**src/rtl/core/hpq_pkg.sv**
```systemverilog
`timescale 1ns / 1ps
// ----------------------------------------------------------------------------
// hpq_pkg
// Shared types and constants for the binary min-heap priority queue: entry
// layout, status codes, controller states and the command and status bundles
// that pass between the controller and the datapath.
// ----------------------------------------------------------------------------
package hpq_pkg;

  localparam int PRI_W   = 16;
  localparam int DAT_W   = 32;
  localparam int COUNT_W = 7;

  // One heap entry: priority and its data word.
  typedef struct packed {
    logic [PRI_W-1:0] pri;
    logic [DAT_W-1:0] dat;
  } entry_t;

  // Result status codes.
  typedef enum logic [1:0] {
    ST_OK    = 2'd0,
    ST_FULL  = 2'd1,
    ST_EMPTY = 2'd2
  } status_t;

  // Controller states.
  typedef enum logic [3:0] {
    S_IDLE,
    S_DISPATCH,
    S_INS_CHK,
    S_INS_CMP,
    S_DEL_ROOT,
    S_DEL_LAST,
    S_DEL_TAKE,
    S_DN_CHK,
    S_DN_RIGHT,
    S_DN_CMP,
    S_RESP
  } state_t;

  // Which heap position the read port addresses.
  typedef enum logic [2:0] {
    RD_ROOT,
    RD_LAST,
    RD_PARENT,
    RD_LEFT,
    RD_RIGHT
  } rd_sel_t;

  // Which entry is written at the current position.
  typedef enum logic [1:0] {
    WR_NEW,
    WR_PARENT,
    WR_LAST,
    WR_CHILD
  } wr_sel_t;

  // How the current position moves.
  typedef enum logic [1:0] {
    POS_HOLD,
    POS_PARENT,
    POS_CHILD
  } pos_step_t;

  // Commands from the controller to the datapath.
  typedef struct packed {
    logic      load;
    logic      rd_en;
    rd_sel_t   rd_sel;
    logic      wr_en;
    wr_sel_t   wr_sel;
    pos_step_t pos_step;
    logic      latch_root;
    logic      latch_last;
    logic      latch_left;
    logic      set_status;
    status_t   status;
    logic      count_inc;
    logic      count_dec;
    logic      res_load;
  } ctrl_t;

  // Conditions reported by the datapath to the controller.
  typedef struct packed {
    logic is_del;
    logic full;
    logic empty;
    logic at_root;
    logic left_ok;
    logic right_ok;
    logic new_less;
    logic last_le_child;
    logic out_free;
  } dp_stat_t;

endpackage

```
**src/rtl/core/binary_min_heap_priority_queue_unit.sv**
```systemverilog
`timescale 1ns / 1ps
// ----------------------------------------------------------------------------
// binary_min_heap_priority_queue_unit
// Min-heap priority queue of up to CAPACITY entries. Each input transaction
// inserts an entry or removes the smallest-priority one and returns one
// result transaction with the removed entry, a status code and the count.
//
//   Channel  Direction  Payload
//   s_axis   in         tuser: cmd; tdata: in_priority, in_data
//   m_axis   out        tuser: status; tdata: out_data, out_priority,
//                       is_empty, entry_count
//
// An insert sifts its new entry up and a delete sifts the last entry down, one heap
// level at a time and at most log2(CAPACITY) levels, through the single memory read
// port: a sift-down level fetches the left child and, if present, the right child.
// A delete first fetches the root and the last entry; a rejection does no sifting.
// One item is worked on at a time; a new item is taken while a result still waits
// in the output register. rst is synchronous and empties the queue; memory
// contents are not cleared.
// ----------------------------------------------------------------------------
module binary_min_heap_priority_queue_unit
  import hpq_pkg::*;
#(
  parameter int CAPACITY = 64
) (
  input  logic        clk,
  input  logic        rst,
  input  logic        s_axis_tvalid,
  output logic        s_axis_tready,
  input  logic [47:0] s_axis_tdata,   // [15:0] in_priority, [47:16] in_data
  input  logic [0:0]  s_axis_tuser,   // [0] cmd
  output logic        m_axis_tvalid,
  input  logic        m_axis_tready,
  output logic [55:0] m_axis_tdata,   // [31:0] out_data, [47:32] out_priority,
                                      // [48] is_empty, [55:49] entry_count
  output logic [1:0]  m_axis_tuser    // [1:0] status
);

  ctrl_t              ctrl;
  dp_stat_t           stat;
  logic [DAT_W-1:0]   res_dat;
  logic [PRI_W-1:0]   res_pri;
  status_t            res_status;
  logic               res_empty;
  logic [COUNT_W-1:0] res_count;

  // Sequencer.
  hpq_ctrl u_ctrl (
    .clk      (clk),
    .rst      (rst),
    .in_valid (s_axis_tvalid),
    .in_ready (s_axis_tready),
    .stat     (stat),
    .ctrl     (ctrl)
  );

  // Heap storage and arithmetic.
  hpq_dp #(
    .CAPACITY (CAPACITY)
  ) u_dp (
    .clk        (clk),
    .rst        (rst),
    .ctrl       (ctrl),
    .stat       (stat),
    .in_del     (s_axis_tuser[0]),
    .in_pri     (s_axis_tdata[15:0]),
    .in_dat     (s_axis_tdata[47:16]),
    .out_valid  (m_axis_tvalid),
    .out_ready  (m_axis_tready),
    .out_dat    (res_dat),
    .out_pri    (res_pri),
    .out_status (res_status),
    .out_empty  (res_empty),
    .out_count  (res_count)
  );

  // Result packing.
  assign m_axis_tdata = {res_count, res_empty, res_pri, res_dat};
  assign m_axis_tuser = res_status;

endmodule

```
**src/rtl/core/hpq_ctrl.sv**
```systemverilog
`timescale 1ns / 1ps
// ----------------------------------------------------------------------------
// hpq_ctrl
// Sequencer for the heap queue: steps an insert through its sift-up levels and
// a delete through root fetch and sift-down levels, then hands off the result.
// ----------------------------------------------------------------------------
module hpq_ctrl
  import hpq_pkg::*;
(
  input  logic     clk,
  input  logic     rst,
  input  logic     in_valid,
  output logic     in_ready,
  input  dp_stat_t stat,
  output ctrl_t    ctrl
);

  state_t state;
  state_t state_next;

  // State register.
  always_ff @(posedge clk) begin
    if (rst) begin
      state <= S_IDLE;
    end else begin
      state <= state_next;
    end
  end

  // Next state and datapath commands.
  always_comb begin
    state_next    = state;
    ctrl          = '0;
    ctrl.rd_sel   = RD_ROOT;
    ctrl.wr_sel   = WR_NEW;
    ctrl.pos_step = POS_HOLD;
    ctrl.status   = ST_OK;
    in_ready      = 1'b0;

    unique case (state)
      S_IDLE: begin
        in_ready = 1'b1;
        if (in_valid) begin
          ctrl.load  = 1'b1;
          state_next = S_DISPATCH;
        end
      end

      // Reject or start the operation.
      S_DISPATCH: begin
        if (stat.is_del) begin
          if (stat.empty) begin
            ctrl.set_status = 1'b1;
            ctrl.status     = ST_EMPTY;
            state_next      = S_RESP;
          end else begin
            state_next = S_DEL_ROOT;
          end
        end else begin
          if (stat.full) begin
            ctrl.set_status = 1'b1;
            ctrl.status     = ST_FULL;
            state_next      = S_RESP;
          end else begin
            state_next = S_INS_CHK;
          end
        end
      end

      // Sift up: fetch the parent unless the root is reached.
      S_INS_CHK: begin
        if (stat.at_root) begin
          ctrl.wr_en     = 1'b1;
          ctrl.wr_sel    = WR_NEW;
          ctrl.count_inc = 1'b1;
          state_next     = S_RESP;
        end else begin
          ctrl.rd_en  = 1'b1;
          ctrl.rd_sel = RD_PARENT;
          state_next  = S_INS_CMP;
        end
      end

      // Move the parent down or place the new entry.
      S_INS_CMP: begin
        ctrl.wr_en = 1'b1;
        if (stat.new_less) begin
          ctrl.wr_sel   = WR_PARENT;
          ctrl.pos_step = POS_PARENT;
          state_next    = S_INS_CHK;
        end else begin
          ctrl.wr_sel    = WR_NEW;
          ctrl.count_inc = 1'b1;
          state_next     = S_RESP;
        end
      end

      S_DEL_ROOT: begin
        ctrl.rd_en  = 1'b1;
        ctrl.rd_sel = RD_ROOT;
        state_next  = S_DEL_LAST;
      end

      S_DEL_LAST: begin
        ctrl.latch_root = 1'b1;
        ctrl.rd_en      = 1'b1;
        ctrl.rd_sel     = RD_LAST;
        state_next      = S_DEL_TAKE;
      end

      S_DEL_TAKE: begin
        ctrl.latch_last = 1'b1;
        state_next      = S_DN_CHK;
      end

      // Sift down: fetch the left child if there is one.
      S_DN_CHK: begin
        if (!stat.left_ok) begin
          ctrl.wr_en     = 1'b1;
          ctrl.wr_sel    = WR_LAST;
          ctrl.count_dec = 1'b1;
          state_next     = S_RESP;
        end else begin
          ctrl.rd_en  = 1'b1;
          ctrl.rd_sel = RD_LEFT;
          state_next  = S_DN_RIGHT;
        end
      end

      S_DN_RIGHT: begin
        ctrl.latch_left = 1'b1;
        if (stat.right_ok) begin
          ctrl.rd_en  = 1'b1;
          ctrl.rd_sel = RD_RIGHT;
        end
        state_next = S_DN_CMP;
      end

      // Stop at the smaller child or pull it up one level.
      S_DN_CMP: begin
        ctrl.wr_en = 1'b1;
        if (stat.last_le_child) begin
          ctrl.wr_sel    = WR_LAST;
          ctrl.count_dec = 1'b1;
          state_next     = S_RESP;
        end else begin
          ctrl.wr_sel   = WR_CHILD;
          ctrl.pos_step = POS_CHILD;
          state_next    = S_DN_CHK;
        end
      end

      // Hand the result to the output register once it is free.
      S_RESP: begin
        if (stat.out_free) begin
          ctrl.res_load = 1'b1;
          state_next    = S_IDLE;
        end
      end

      default: begin
        state_next = S_IDLE;
      end
    endcase
  end

endmodule

```
**src/rtl/core/hpq_dp.sv**
```systemverilog
`timescale 1ns / 1ps
// ----------------------------------------------------------------------------
// hpq_dp
// Heap datapath: entry memory with one write and one registered read port,
// position and count registers, operand latches and the result register.
// ----------------------------------------------------------------------------
module hpq_dp
  import hpq_pkg::*;
#(
  parameter int CAPACITY = 64
) (
  input  logic               clk,
  input  logic               rst,
  input  ctrl_t              ctrl,
  output dp_stat_t           stat,
  input  logic               in_del,
  input  logic [PRI_W-1:0]   in_pri,
  input  logic [DAT_W-1:0]   in_dat,
  output logic               out_valid,
  input  logic               out_ready,
  output logic [DAT_W-1:0]   out_dat,
  output logic [PRI_W-1:0]   out_pri,
  output status_t            out_status,
  output logic               out_empty,
  output logic [COUNT_W-1:0] out_count
);

  localparam int CNT_W = $clog2(CAPACITY + 1);
  localparam int IDX_W = $clog2(CAPACITY);

  entry_t mem [CAPACITY];

  logic               cmd_del;
  entry_t             new_ent;
  entry_t             last_ent;
  entry_t             left_ent;
  entry_t             rd_ent;
  entry_t             res_ent;
  status_t            res_status;
  logic [CNT_W-1:0]   pos;
  logic [CNT_W-1:0]   count;

  logic [CNT_W:0]     left_pos;
  logic [CNT_W:0]     right_pos;
  logic [CNT_W:0]     count_ext;
  logic [CNT_W:0]     rd_pos;
  logic [CNT_W:0]     rd_off;
  logic [CNT_W:0]     wr_off;
  logic [IDX_W-1:0]   raddr;
  logic [IDX_W-1:0]   waddr;
  entry_t             wdata;
  logic               right_smaller;
  entry_t             child_ent;
  logic [CNT_W-1:0]   child_pos;
  logic [CNT_W+COUNT_W-1:0] count_wide;

  // Child positions and the count on a common width.
  assign left_pos  = {pos, 1'b0};
  assign right_pos = {pos, 1'b1};
  assign count_ext = {1'b0, count};

  // The right child wins only when strictly smaller; ties go left.
  assign right_smaller = stat.right_ok && (left_ent.pri > rd_ent.pri);
  assign child_ent     = right_smaller ? rd_ent : left_ent;
  assign child_pos     = right_smaller ? right_pos[CNT_W-1:0] : left_pos[CNT_W-1:0];

  // Status toward the controller.
  always_comb begin
    stat.is_del        = cmd_del;
    stat.full          = (count == CNT_W'(CAPACITY));
    stat.empty         = (count == '0);
    stat.at_root       = (pos == CNT_W'(1));
    stat.left_ok       = (left_pos <= count_ext);
    stat.right_ok      = (right_pos <= count_ext);
    stat.new_less      = (new_ent.pri < rd_ent.pri);
    stat.last_le_child = (last_ent.pri <= child_ent.pri);
    stat.out_free      = !out_valid || out_ready;
  end

  // Read address: heap positions are one-based, memory indexes zero-based.
  always_comb begin
    unique case (ctrl.rd_sel)
      RD_ROOT:   rd_pos = (CNT_W + 1)'(1);
      RD_LAST:   rd_pos = count_ext;
      RD_PARENT: rd_pos = {2'b00, pos[CNT_W-1:1]};
      RD_LEFT:   rd_pos = left_pos;
      RD_RIGHT:  rd_pos = right_pos;
      default:   rd_pos = (CNT_W + 1)'(1);
    endcase
  end

  assign rd_off = rd_pos - (CNT_W + 1)'(1);
  assign raddr  = rd_off[IDX_W-1:0];
  assign wr_off = {1'b0, pos} - (CNT_W + 1)'(1);
  assign waddr  = wr_off[IDX_W-1:0];

  // Write data selection.
  always_comb begin
    unique case (ctrl.wr_sel)
      WR_NEW:    wdata = new_ent;
      WR_PARENT: wdata = rd_ent;
      WR_LAST:   wdata = last_ent;
      WR_CHILD:  wdata = child_ent;
      default:   wdata = new_ent;
    endcase
  end

  // Entry memory.
  always_ff @(posedge clk) begin
    if (ctrl.wr_en) begin
      mem[waddr] <= wdata;
    end
    if (ctrl.rd_en) begin
      rd_ent <= mem[raddr];
    end
  end

  // Operand latches and result payload.
  always_ff @(posedge clk) begin
    if (ctrl.load) begin
      cmd_del     <= in_del;
      new_ent.pri <= in_pri;
      new_ent.dat <= in_dat;
      res_ent     <= '0;
      res_status  <= ST_OK;
    end
    if (ctrl.latch_root) begin
      res_ent <= rd_ent;
    end
    if (ctrl.latch_last) begin
      last_ent <= rd_ent;
    end
    if (ctrl.latch_left) begin
      left_ent <= rd_ent;
    end
    if (ctrl.set_status) begin
      res_status <= ctrl.status;
    end
  end

  // Current heap position.
  always_ff @(posedge clk) begin
    if (ctrl.load) begin
      pos <= in_del ? CNT_W'(1) : count + CNT_W'(1);
    end else begin
      unique case (ctrl.pos_step)
        POS_HOLD:   pos <= pos;
        POS_PARENT: pos <= {1'b0, pos[CNT_W-1:1]};
        POS_CHILD:  pos <= child_pos;
        default:    pos <= pos;
      endcase
    end
  end

  // Occupancy count.
  always_ff @(posedge clk) begin
    if (rst) begin
      count <= '0;
    end else if (ctrl.count_inc) begin
      count <= count + CNT_W'(1);
    end else if (ctrl.count_dec) begin
      count <= count - CNT_W'(1);
    end
  end

  assign count_wide = {{COUNT_W{1'b0}}, count};

  // Output register, one transaction deep.
  always_ff @(posedge clk) begin
    if (rst) begin
      out_valid <= 1'b0;
    end else if (ctrl.res_load) begin
      out_valid <= 1'b1;
    end else if (out_ready) begin
      out_valid <= 1'b0;
    end
  end

  always_ff @(posedge clk) begin
    if (ctrl.res_load) begin
      out_dat    <= res_ent.dat;
      out_pri    <= res_ent.pri;
      out_status <= res_status;
      out_empty  <= (count == '0);
      out_count  <= count_wide[COUNT_W-1:0];
    end
  end

`ifndef SYNTH
  a_count_bound: assert property (@(posedge clk) disable iff (rst)
    count <= CNT_W'(CAPACITY))
    else $error("heap count exceeds capacity");

  a_count_step: assert property (@(posedge clk) disable iff (rst)
    (!$past(rst) && (count != $past(count))) |->
    ((count == $past(count) + CNT_W'(1)) || (count == $past(count) - CNT_W'(1))))
    else $error("heap count moved by more than one");

  a_empty_reject: assert property (@(posedge clk) disable iff (rst)
    (out_valid && (out_status == ST_EMPTY)) |-> (out_empty && (out_count == '0)))
    else $error("empty rejection reported with entries held");

  a_port_clash: assert property (@(posedge clk) disable iff (rst)
    (ctrl.wr_en && ctrl.rd_en) |-> (waddr != raddr))
    else $error("read and write hit the same entry in one cycle");

  a_pos_valid: assert property (@(posedge clk) disable iff (rst)
    ctrl.wr_en |-> ((pos != '0) && (pos <= CNT_W'(CAPACITY))))
    else $error("write outside the heap");
`endif

endmodule
```
**config.mk**
```make
export PLATFORM = sky130hd
export DESIGN_NAME = binary_min_heap_priority_queue_unit
export DESIGN_NICKNAME = d
export VERILOG_FILES = /design/src/rtl/core/hpq_pkg.sv /design/src/rtl/core/binary_min_heap_priority_queue_unit.sv /design/src/rtl/core/hpq_ctrl.sv /design/src/rtl/core/hpq_dp.sv
export SDC_FILE = /design/constraint.sdc
export NUM_CORES = 2
export LEC_CHECK = 0
export BUFFER_PORTS_ARGS = -buffer_cell sky130_fd_sc_hd__buf_2
export CAP_MARGIN = 40
export CORE_AREA = 2 2 704 706
export DETAILED_ROUTE_END_ITERATION = 6
export DIE_AREA = 0 0 706 708
export GPL_ROUTABILITY_DRIVEN = 0
export PLACE_DENSITY_LB_ADDON = 0.3
export SETUP_SLACK_MARGIN = 0.05
export SLEW_MARGIN = 10
export SYNTH_ARGS = -nofsm -noshare
export SYNTH_HDL_FRONTEND = slang
export SYNTH_SLANG_ARGS = --single-unit
```
**constraint.sdc**
```tcl
create_clock -name clk -period 6.7 [get_ports clk]
set_input_delay 0.67 -clock clk [delete_from_list [all_inputs] [get_ports clk]]
set_output_delay 0.67 -clock clk [all_outputs]
set_load 0.01 [all_outputs]
```
==> run summary <==
status = complete, no violations
Area contributors post-synth = edfxtp_1 69%, mux2i_1 5.9%, mux4_2 5.8%, nor3_1 4.5%, nor2_1 2.9%
switch share = 36.8%
dpl cell area = 160000 sq um
clk buf depth = 4
hold path cells = 2
final count of negative-setup-slack endpoints = 0
DR WL/cell = 30.4 um
Synth top area share = 69.0%
Fin Hold WS = 0.0921 ns
setup TNS = 0 ns
Post-Synth Simple-Gate Area = 9.24%
Starting DRT DRC Count = 12400
P&R area growth vs syn = 17.1%
# DRC = 0
Final Cycle Share = 90.6%
crit-path leading delay family = compound AO/OA/AOI/OAI gates
f_max = 165 MHz
Seq cells post-synth = 3392
later-pin clock latency in the skew report = 0.99 ns
fraction of registers with async set/reset = 0%
Core ar. = 492000 sq um
Chip Width = 706 um
DR pass1 iterations = 6
Net Switching = 29.3 mW
Final Skew = 0.0493 ns
vias in the first global route = 95300
Internal Dissipation = 50.3 mW
post-synth top area cell = edfxtp_1
Adder-Cell Fraction of Synth Area = 0.510%
Syn Area/Cell = 14.9 sq um
vias per cell = 5.73
final WL = 513 mm
design area = 172000 sq um
Worst path depth = 18
RSZ-0062 raised after global routing = false
Net count, final = 10200
main combinational cell family by area after synthesis = multiplexers
CP dominant cell by count = buf_12
min-delay src = rst
H-tree depth = 5
mux contribution to synthesized area = 12.1%
r2r startpoint = u_dp.count[3]$_SDFFE_PP0P_
first-pass GRT wire length = 714 mm
CTS Sinks = 3392
# Max-Cap Violations = 0
Overflow after GRT = 0
CTS tree = yes
Placed Instances = 16200
Starting Density = 29.9%
Compound-Gate Fraction of Synth Area = 6.78%
PortBufs = 112
endpoint type of the worst setup path = flip-flop
CTS clock-pin slew for the worst setup and hold paths = 0.06 ns
Peak VDD IR = 0.468 mV
Slew Limit Fails = 0
num rows = 258
critical path cell sequence = inv_1 -> ha_1 -> a21oi_1 -> o221ai_2 -> nor3_1 -> a211o_1 -> a21boi_1 -> ha_4 -> buf_12 -> buf_12 -> mux2i_1 -> a22oi_1 -> o21ai_0 -> nor2_1 -> a2111oi_0 -> nor4b_1 -> buf_2 -> mux2_2
HP Class = input port to flip-flop
Gate power share = 39.8%
P_leak = 57.8 nW
Detail Route Antenna Nets = 0
Top-Level Pins = 113
Worst Tran Pin Value = 1.09 ns
gr usage total = 19.6%
part of the power in registers = 35.8%
clk root buf = clkbuf_16
EDFF count, synth = 3380
synth warn = 0
Final Hold Viols = 0
share of cells above drive strength 1 = 16.4%
reg2reg path depth = 18
number of CTS-inserted buffers = 348
power per cell area = 463 nW/um^2
Cell variety after synth = 81
die area = 500000 sq um
top_reg_cell synth = edfxtp_1
Syn Std Cell Area = 147000 sq um
largest net degree at the start of global routing = 167
Final min period = 6.07 ns
Critical Path Fanout Max = 75
Synth Instances = 9853
Rel. slew slack = 25.4%
r2r endpoint = u_dp.rd_ent[12]$_DFFE_PP_
critical path type = flip-flop to flip-flop
slowest CP cell = a2111oi_0
Tot Pwr = 79.7 mW
sequential fraction of the synthesis area = 69.2%
Synth Area in XOR/XNOR = 0.0595%
Buf/Inv on CP = 4
Layout Cells excl Fill = 16900
Reg2Reg Setup Slack = 0.63 ns
slowest stage delay, CP = 0.94 ns
clock network fraction of design power = 24.4%
DR vias = 96900
initial antenna violation count = 16
Hold EP = u_ctrl.state[2]$_SDFFE_PP0P_
worst path arrival time = 6.79 ns
post-DP HPWL = 286 mm
Net Count, Synth = 9966
Die Height = 708 um
crit start category = flip-flop
required time worst endpoint = 7.41 ns
[through the flow]
| stage | util [%] | setup slack (ns) |
|---|---|---|
| CTS | 34.9 | 0.700 |
| floorplan | - | 0.818 |
| finish | 35.0 | 0.627 |
| global placement | 32.4 | 0.218 |
| detailed placement | 32.6 | 0.705 |
| global route | 35.0 | 0.286 |
[cell usage in the layout (no fill, tap or decap), drive strengths merged, types with 96 or more instances in the layout]
master	n
edfxtp	3380
nor3	1335
nor2	1155
mux2i	868
buf	636
clkbuf	427
mux4	376
o21ai	315
a22oi	247
a221oi	237
a2111oi	143
clkinv	141
or3	110
a22o	96
[worst register-to-register path, delay by kind of cell (launching register included)]
kind	cells	cell delay, ns
flip-flops	1	0.51
adder cells (fa/ha/maj)	2	0.77
AO/OA/AOI/OAI	7	2.13
buffers and inverters	4	1.13
multiplexers	2	0.62
AND/OR/NAND/NOR	3	0.65
[synth_stat cells (48+ instances only)]
| cell type | instances |
|---|---|
| a21oi_1 | 79 |
| mux2i_1 | 868 |
| o2111ai_1 | 57 |
| buf_1 | 62 |
| o21ai_0 | 313 |
| nand3_1 | 92 |
| a2111oi_0 | 143 |
| nor3_1 | 1334 |
| ha_1 | 60 |
| a221oi_1 | 237 |
| mux2_2 | 54 |
| mux4_2 | 376 |
| o22a_1 | 48 |
| a22oi_1 | 247 |
| edfxtp_1 | 3380 |
| nand2_1 | 85 |
| nor2_1 | 1154 |
| clkbuf_1 | 642 |
| buf_2 | 78 |
| a22o_1 | 96 |
| or3_1 | 110 |
| o211ai_1 | 56 |
[layout make-up]
type                       count  area [sq um]
fill                       46100        320000
clock inverter               202          1980
clock buffer                 424          9150
tap                         6500          8130
inverter                      40           165
multi-input combinational   5638         43000
sequential                  3392        102000
antenna                       10          25.0
timing repair buffer         689          8020
[logic make-up (layout without fill, tap and decap cells)]
logic type / count (synthesis) / in the layout
flip-flops: 3392 / 3392
AND/OR/NAND/NOR: 2915 / 2915
AO/OA/AOI/OAI: 1355 / 1355
multiplexers: 1298 / 1298
buffers and inverters: 823 / 1355
adder cells (fa/ha/maj): 60 / 60
XOR/XNOR: 10 / 10
other: 0 / 10
[power by group through the flow]
stage               registers (mW)  logic, mW  clock network [mW]
floorplan                     28.4       18.8                   0
CTS                           28.5       31.3                19.7
global route                  28.6       33.6                20.5
detailed placement            29.0       31.2                   0
global placement              29.0       30.1                   0
finish                        28.6       31.7                19.4
[metal layers]
| metal | part of all wire, % | global-route usage, % | vias to the layer above | routed length, um |
|---|---|---|---|---|
| met5 | 0.0080 | 0 | - | 41 |
| met4 | 4.4 | 7.87 | 6 | 22400 |
| met3 | 8.3 | 3.28 | 1100 | 42800 |
| met2 | 47 | 32.2 | 5132 | 241000 |
| met1 | 40 | 26.0 | 50800 | 207000 |
| li1 | - | - | 39900 | - |
[worst max-delay path by stage]
stage,slack [ns],startpoint,to
floorplan,0.82,u_dp.count[2]$_SDFFE_PP0P_,u_dp.mem[0][0]$_DFFE_PP_
global placement,0.22,u_dp.pos[1]$_DFFE_PP_,u_dp.rd_ent[24]$_DFFE_PP_
detailed placement,0.70,u_dp.pos[5]$_DFFE_PP_,u_dp.rd_ent[39]$_DFFE_PP_
CTS,0.70,u_dp.count[4]$_SDFFE_PP0P_,u_dp.rd_ent[39]$_DFFE_PP_
global route,0.29,u_dp.count[3]$_SDFFE_PP0P_,u_dp.rd_ent[27]$_DFFE_PP_
finish,0.63,u_dp.count[3]$_SDFFE_PP0P_,u_dp.rd_ent[12]$_DFFE_PP_
[timing repair]
| action | in CTS | in global routing |
|---|---|---|
| gates resized for setup | 0 | 0 |
| setup endpoints to repair | 0 | 0 |
| hold endpoints to repair | 49 | 0 |
| hold buffers | 49 | 0 |
| buffers inserted | 0 | 0 |
[state kept, by name, indices dropped and copies added (netlist names)]
| name | count |
|---|---|
| u_dp.count | 7 |
| u_dp.pos | 7 |
| u_dp.out_pri | 16 |
| u_dp.left_ent | 48 |
| u_dp.res_status | 2 |
| u_dp.out_valid | 1 |
| u_ctrl.state | 4 |
| u_dp.out_count | 7 |
| u_dp.last_ent | 48 |
| u_dp.out_status | 2 |
| u_dp.mem | 3072 |
| u_dp.out_empty | 1 |
| u_dp.new_ent | 48 |
| u_dp.res_ent | 48 |
| u_dp.out_dat | 32 |
| u_dp.rd_ent | 48 |
| u_dp.cmd_del | 1 |
(Power assumes the default switching activity.)
